--- src/rtl/rcd_pkg.sv ---
// ----------------------------------------------------------------------------
// rcd_pkg
// Shared widths, register codes and pipeline payload types of the ray to
// circle distance unit.
// ----------------------------------------------------------------------------
package rcd_pkg;

    // port widths
    localparam int POS_W     = 32;            // Q16.16 positions
    localparam int DIR_W     = 18;            // Q1.16 direction
    localparam int RAD_W     = 31;            // unsigned Q15.16 radius
    localparam int DIST_W    = 32;            // unsigned Q16.16 distance
    localparam int CFG_IDX_W = 2;
    localparam int CFG_DAT_W = 32;

    // internal widths
    localparam int OFS_W      = POS_W + 1;        // point - center
    localparam int PROD_W     = OFS_W + DIR_W;    // x*dx
    localparam int K_W        = PROD_W + 1;       // x*dx + y*dy, frac 32
    localparam int AK_W       = K_W - 1;          // |k|
    localparam int XSQ_FULL_W = 2 * OFS_W;        // signed x*x
    localparam int SQ_W       = XSQ_FULL_W - 1;   // x*x is never negative
    localparam int S2_W       = SQ_W + 1;         // x*x + y*y, frac 32
    localparam int R2_W       = 2 * RAD_W;        // radius^2, frac 32
    localparam int AKL_W      = 32;               // low slice of |k|
    localparam int AKH_W      = AK_W - AKL_W;     // high slice of |k|
    localparam int HH_W       = 2 * AKH_W;
    localparam int HL_W       = AKH_W + AKL_W;
    localparam int LL_W       = 2 * AKL_W;
    localparam int SQ_SHIFT   = 32;               // frac 32 -> frac 64
    localparam int LHS_W      = 101;              // k^2 + r^2, frac 64
    localparam int DET_W      = LHS_W + 1;        // with sign
    localparam int ROOT_W     = 52;               // root bits, frac 32
    localparam int REM_W      = 104;              // root remainder
    localparam int VAL_W      = ROOT_W + 1;       // |k| +/- root
    localparam int FRAC_SHIFT = 16;               // frac 32 -> frac 16

    // configuration register indexes
    localparam logic [CFG_IDX_W-1:0] CFG_CENTER_X = 2'd0;
    localparam logic [CFG_IDX_W-1:0] CFG_CENTER_Y = 2'd1;
    localparam logic [CFG_IDX_W-1:0] CFG_RADIUS   = 2'd2;

    typedef struct packed {
        logic coin;       // origin on the circle
        logic k_neg;      // k < 0, ray heading toward the center
        logic k_zero;     // k == 0
        logic c_neg;      // origin inside the circle
        logic det_neg;    // discriminant below zero
    } rcd_flags_t;

    typedef struct packed {
        logic [AK_W-1:0] ak;
        rcd_flags_t      flags;
    } rcd_side_t;

    typedef struct packed {
        logic [DIST_W-1:0] distance;
        logic              miss;
    } rcd_result_t;

endpackage

--- src/rtl/rcd_skid.sv ---
// ----------------------------------------------------------------------------
// rcd_skid
// Output register with one skid entry. Upstream ready comes from a flop,
// so the pipeline keeps moving while a beat waits on the output.
// ----------------------------------------------------------------------------
module rcd_skid (
    input  logic                   clk,
    input  logic                   rst_n,
    input  logic                   up_valid,
    output logic                   up_ready,
    input  rcd_pkg::rcd_result_t   up_data,
    output logic                   dn_valid,
    input  logic                   dn_ready,
    output rcd_pkg::rcd_result_t   dn_data
);
    import rcd_pkg::*;

    logic        out_vld_reg, out_vld_next;
    logic        skd_vld_reg, skd_vld_next;
    rcd_result_t out_data_reg, out_data_next;
    rcd_result_t skd_data_reg, skd_data_next;
    logic        take_up, take_dn;

    always_comb
    begin
        take_up       = up_valid & ~skd_vld_reg;
        take_dn       = out_vld_reg & dn_ready;
        out_vld_next  = out_vld_reg;
        skd_vld_next  = skd_vld_reg;
        out_data_next = out_data_reg;
        skd_data_next = skd_data_reg;

        if (!out_vld_reg || take_dn)
        begin
            // output slot frees: refill from skid first
            out_vld_next = skd_vld_reg | take_up;
            skd_vld_next = 1'b0;
            if (skd_vld_reg)
                out_data_next = skd_data_reg;
            else
                out_data_next = up_data;
        end
        else if (take_up)
        begin
            skd_vld_next  = 1'b1;
            skd_data_next = up_data;
        end
    end

    always_ff @(posedge clk or negedge rst_n)
    begin
        if (!rst_n)
        begin
            out_vld_reg <= 1'b0;
            skd_vld_reg <= 1'b0;
        end
        else
        begin
            out_vld_reg <= out_vld_next;
            skd_vld_reg <= skd_vld_next;
        end
    end

    always_ff @(posedge clk)
    begin
        out_data_reg <= out_data_next;
        skd_data_reg <= skd_data_next;
    end

    assign up_ready = ~skd_vld_reg;
    assign dn_valid = out_vld_reg;
    assign dn_data  = out_data_reg;

endmodule

--- config.mk ---
export PLATFORM = sky130hd
export DESIGN_NAME = rcd_skid
export DESIGN_NICKNAME = d
export VERILOG_FILES = /design/src/rtl/rcd_pkg.sv /design/src/rtl/rcd_skid.sv
export SDC_FILE = /design/constraint.sdc
export NUM_CORES = 1
export LEC_CHECK = 0
export BUFFER_PORTS_ARGS = -buffer_cell sky130_fd_sc_hd__buf_2
export CORE_AREA = 2 2 72 74
export CTS_CLUSTER_DIAMETER = 30
export DETAILED_ROUTE_END_ITERATION = 6
export DIE_AREA = 0 0 74 76
export PLACE_DENSITY_LB_ADDON = 0.1
export SLEW_MARGIN = 20
export SYNTH_ARGS = -nofsm -noshare
export SYNTH_HDL_FRONTEND = slang
export SYNTH_SLANG_ARGS = --single-unit
--- constraint.sdc ---
create_clock -name clk -period 12 [get_ports clk]
set_input_delay 3.6 -clock clk [delete_from_list [all_inputs] [get_ports clk]]
set_output_delay 3.6 -clock clk [all_outputs]
set_load 0.02 [all_outputs]
# Word-level counts from Yosys, hierarchy flattened
# Cells that the tools add are included.
dict set report totals {
  ff_bits 68
  out_inout_bits 35
  word_cells 18
}
dict set report op_classes {
  n_mux 3
  bitwise 5
  n_reduce_logical 4
}
# operator count
set ops {}
lappend ops {{33-bit two-way mux} 1}
lappend ops {{1-bit bitwise AND} 2}
lappend ops {{1-bit two-way mux} 2}
lappend ops {{1-bit NOT} 2}
lappend ops {{2-bit AND reduction} 1}
lappend ops {{2-bit nonzero test} 1}
lappend ops {{1-bit logical NOT} 1}
lappend ops {{1-bit logical OR} 1}
lappend ops {{1-bit OR} 1}

# Depth between registers and ports, before layout
dict set report logic_depth {
  word_depth 4
  depth_mapped 4
  depth_no_buf 2
}

# Worst setup path before layout
# OpenSTA, ideal clock, no wires.
dict set report synth_path {
  kind {input-to-reg}
  start {in dn_ready}
  end {reg skd_data_reg[0] (netlist bit) (enable)}
  setup_time_ns 0.471
  t_arrival_ns 7.002
  required_time_ns 11.529
  slack_ns 4.527
  stages 2
  cell_sequence {nand2b_1 nor3b_1}
}
dict set report synth_via {
  elab_chain_cells 4
}
# item line
set synth_rtl {}
lappend synth_rtl {{start: declaration} rcd_skid.sv:13} ;# input logic dn_ready,
lappend synth_rtl {{1-bit bitwise AND} rcd_skid.sv:27} ;# take_dn = out_vld_reg & dn_ready;
lappend synth_rtl {{1-bit logical OR} rcd_skid.sv:33} ;# if (!out_vld_reg || take_dn)
lappend synth_rtl {{1-bit NOT (no line)} n/a}
lappend synth_rtl {{2-bit AND reduction (no line)} n/a}
lappend synth_rtl {{end signal: assignment} rcd_skid.sv:67} ;# skd_data_reg <= skd_data_next;
lappend synth_rtl {{end: declaration} rcd_skid.sv:21} ;# rcd_result_t skd_data_reg, skd_data_next;
# Every way passes these cells.
# A chain may end at the register's enable or synchronous reset.

# Final worst setup path
dict set report layout_path {
  start {in dn_ready}
  end {reg skd_data_reg[14] (netlist bit) (enable)}
}
# Same word-level chain as after synthesis.

==> Flow_metrics.wiki <==
{| class="wikitable"
! Metric !! Value
|-
| Total inserted antenna cells || 0
|-
| 1st-pass router iterations || 4
|-
| Fraction of layout instances using a drive strength above 1 || 62.05%
|-
| Unrepaired setup endpoints after global routing || no
|-
| Maximum number of pins on one net before global-route repair || 37
|-
| Filler Cells Inserted || 369
|-
| Area growth syn-to-layout || 21.75%
|-
| Crit start category || input pin
|-
| Cell at the root of the clock tree || sky130_fd_sc_hd__clkbuf_8
|-
| Final clock period utilization by the worst path || 46.74%
|-
| Synthesized flop and latch total || 68
|-
| Worst EP arrival || 5.60 ns
|-
| Number of vias per cell || 4.743
|-
| Fraction of synthesized cell area taken by the top area cell type || 76.23%
|-
| Global-route wire length before repair || 6.451 mm
|-
| Clock latency at the later pin of the worst-skew pair || 0.33 ns
|-
| DRC Markers || 0
|-
| Tightest Pin Transition || 1.032 ns
|-
| Most area-consuming cells after synthesis || sky130_fd_sc_hd__edfxtp_1 76%, sky130_fd_sc_hd__mux2_4 16%, sky130_fd_sc_hd__mux2_2 2.6%, sky130_fd_sc_hd__dfrtp_1 1.9%, sky130_fd_sc_hd__buf_12 1.5%
|-
| Average cell area after synthesis || 23.42 sq um
|-
| Maximum clock path buffer count || 2
|-
| Detailed router's first-iteration violation count || 81
|-
| Post-route cell area || 0.003166 sq mm
|-
| Max-slew violations || 0
|-
| Startpoint-to-endpoint class of the critical path || input pin to register
|-
| Min Tclk post-route || 5.609 ns
|-
| Reg-to-reg startpoint || dn_valid$_DFFE_PN0P_
|-
| Power per standard cell area || 160.2 mW/mm^2
|-
| GRT overflow || 0
|-
| Number of antenna-violating nets in the routed design || 0
|-
| Number of distinct standard cells referenced by the synthesized netlist || 12
|-
| Largest delay contributor family on the critical path || simple AND/OR/NAND/NOR gates
|-
| Die extent in y || 76 microns
|-
| Crit Reg-Reg Endpoint || skd_data_reg[14]$_DFFE_PP_
|-
| Routed wire length || 3.945 mm
|-
| Worst hold slack after final layout || 0.5506 ns
|-
| MaxCap Viol Count || 0
|-
| Maximum net fanout on the critical path || 36
|-
| Sinks on Clock Net || 68
|-
| Post-cts hold buffer count || 0
|-
| Worst clock skew || 0.006353 ns
|-
| Sequential element share of the synthesized area || 78.15%
|-
| Capture endpoint of the worst hold path || dn_data[15]$_DFFE_PP_
|-
| Post-layout power || 0.0005072 W
|-
| Largest area contributor in the netlist || sky130_fd_sc_hd__edfxtp_1
|-
| Depth of the most critical reg-to-reg path || 3
|-
| Sum of buffers and inverters on the critical path || 2
|-
| Post-detailed-placement half-perimeter wirelength || 2.599 mm
|-
| CTS HTree Levels || 3
|-
| Number of clock buffers inserted by TritonCTS || 9
|-
| Clock transition at the registers of the reported paths || 0.07 ns
|-
| Cell area after synthesis || 0.002600 sq mm
|-
| Syn. warnings || 0
|-
| Syn Inst Count || 111
|-
| CP Capture Type || register
|-
| Number of ports placed on the die boundary || 72
|-
| Total core area || 0.004912 sq mm
|-
| Fin Setup TNS || 0 ns
|-
| Horizontal die dimension || 74 microns
|-
| Count of input and output buffers || 71
|-
| Final Wtd Congestion || 0.7435
|-
| Die outline area || 0.005624 sq mm
|-
| Clock tree from TritonCTS || done
|-
| Path length in cells of the critical path || 4
|-
| Post-layout nets || 227
|-
| Hold path start || skd_data_reg[15]$_DFFE_PP_
|-
| Worst-path cell with the longest stage delay || sky130_fd_sc_hd__nor3b_2
|-
| Peak supply drop || 0.1013 mV
|-
| Maximum achievable frequency || 0.1783 GHz
|-
| GRT Overall Usage || 15.69%
|-
| Worst max-slew margin expressed relative to the limit || 31.19%
|-
| Critical Path, Cell by Cell || buf_2 > nand2b_2 > nor3b_2 > buf_4
|-
| Static power due to leakage || 1.267 nW
|-
| Post-layout util || 64.44%
|-
| R2R setup slack || 9.50 ns
|-
| Final Hold Violating Endpoints || 0
|-
| Setup-violating endpoint count in the final report || 0
|-
| DR WL/cell || 14.89 microns
|-
| Via count of the first global-routing pass || 1343
|-
| Total vias in the final route || 1257
|-
| Number of cells upsized or downsized after cts || 0
|-
| Post-CTS setup-driven buffer insertion count || 0
|-
| Required @ worst endpoint || 12.00 ns
|-
| Max stage delay on crit path || 0.87 ns
|-
| Antenna violations before repair || 0
|-
| Worst hold path class || register to register
|-
| Result of the run || finished clean
|-
| Initial Utilization || 52.93%
|-
| Placed standard-cell area || 0.002993 sq mm
|-
| Post-Syn Nets || 148
|-
| Worst Hold Path Cells || 1
|-
| Row count || 26
|}
-- layer usage --
layer | routed length, microns | GRT usage (%) | up-vias
met3 | 237 | 4.497 | 8
li1 | - | - | 592
met5 | 0 | 0 | -
met4 | 80 | 8.727 | 0
met1 | 1644 | 19.89 | 608
met2 | 1983 | 24.02 | 49
-- cell families after synthesis --
logic type	after synthesis	synth area share (%)
flops	68	78.15
mux	33	18.19
buf+inv	5	2.695
simple gates	5	0.9627
-- final cells by class --
type	count	area (sq um)	share of cell area, %
multi-input cells	38	505.5	15.97
flip-flops and latches	68	2033	64.23
clock inverters	3	13.76	0.4348
repair buffers	72	362.8	11.46
well taps	70	87.58	2.767
clock buffers	13	158.9	5.020
inverters	1	3.754	0.1186
-- power by group --
part           switching, W  internal [W]  leakage, nW  total [W]
Combinational     0.0000295     0.0000269        0.521  0.0000564
Clock             0.0000764     0.0000851       0.0908   0.000161
Sequential       0.00000853      0.000281        0.655   0.000289
Total              0.000114      0.000393         1.27   0.000507
-- metrics by stage --
| step | cells | setup WS, ns |
|---|---|---|
| detailed placement | 249 | 5.964 |
| finish | 265 | 6.391 |
| global placement | 249 | 6.084 |
| global route | 265 | 6.190 |
| CTS | 265 | 6.316 |
| floorplan | 111 | 4.527 |
-- synth_stat cells --
cell type	n
sky130_fd_sc_hd__buf_8	1
sky130_fd_sc_hd__edfxtp_1	66
sky130_fd_sc_hd__nor3b_1	1
sky130_fd_sc_hd__inv_1	1
sky130_fd_sc_hd__dfrtp_1	2
sky130_fd_sc_hd__buf_6	1
sky130_fd_sc_hd__nand2_1	1
sky130_fd_sc_hd__buf_12	2
sky130_fd_sc_hd__mux2_2	6
sky130_fd_sc_hd__nor2_1	2
sky130_fd_sc_hd__nand2b_1	1
sky130_fd_sc_hd__mux2_4	27
-- cell usage in the layout, fill, tap and decap left out --
cell                       Yosys  final
sky130_fd_sc_hd__buf_2         0     71
sky130_fd_sc_hd__clkinv_2      0      2
sky130_fd_sc_hd__nor3b_2       0      1
sky130_fd_sc_hd__edfxtp_1     66     66
sky130_fd_sc_hd__buf_4         0      1
sky130_fd_sc_hd__inv_1         1      1
sky130_fd_sc_hd__nand2_1       1      1
sky130_fd_sc_hd__dfrtp_1       2      1
sky130_fd_sc_hd__clkbuf_1      0      2
sky130_fd_sc_hd__mux2_4       27     27
sky130_fd_sc_hd__nor2_1        2      2
sky130_fd_sc_hd__clkbuf_8      0     11
sky130_fd_sc_hd__nand2b_2      0      1
sky130_fd_sc_hd__dfrtp_2       0      1
sky130_fd_sc_hd__clkinv_1      0      1
sky130_fd_sc_hd__mux2_2        6      6
-- how the worst max path moves through the flow --
stage / start / to / slack [ns]
floorplan: dn_ready / skd_data_reg[0]$_DFFE_PP_ / 4.53
finish: dn_ready / skd_data_reg[14]$_DFFE_PP_ / 6.39
global route: dn_ready / skd_data_reg[1]$_DFFE_PP_ / 6.19
global placement: dn_ready / skd_data_reg[10]$_DFFE_PP_ / 6.08
detailed placement: dn_ready / skd_data_reg[5]$_DFFE_PP_ / 5.96
CTS: dn_ready / skd_data_reg[19]$_DFFE_PP_ / 6.32
Note: power is estimated with default switching activity, not from simulation.
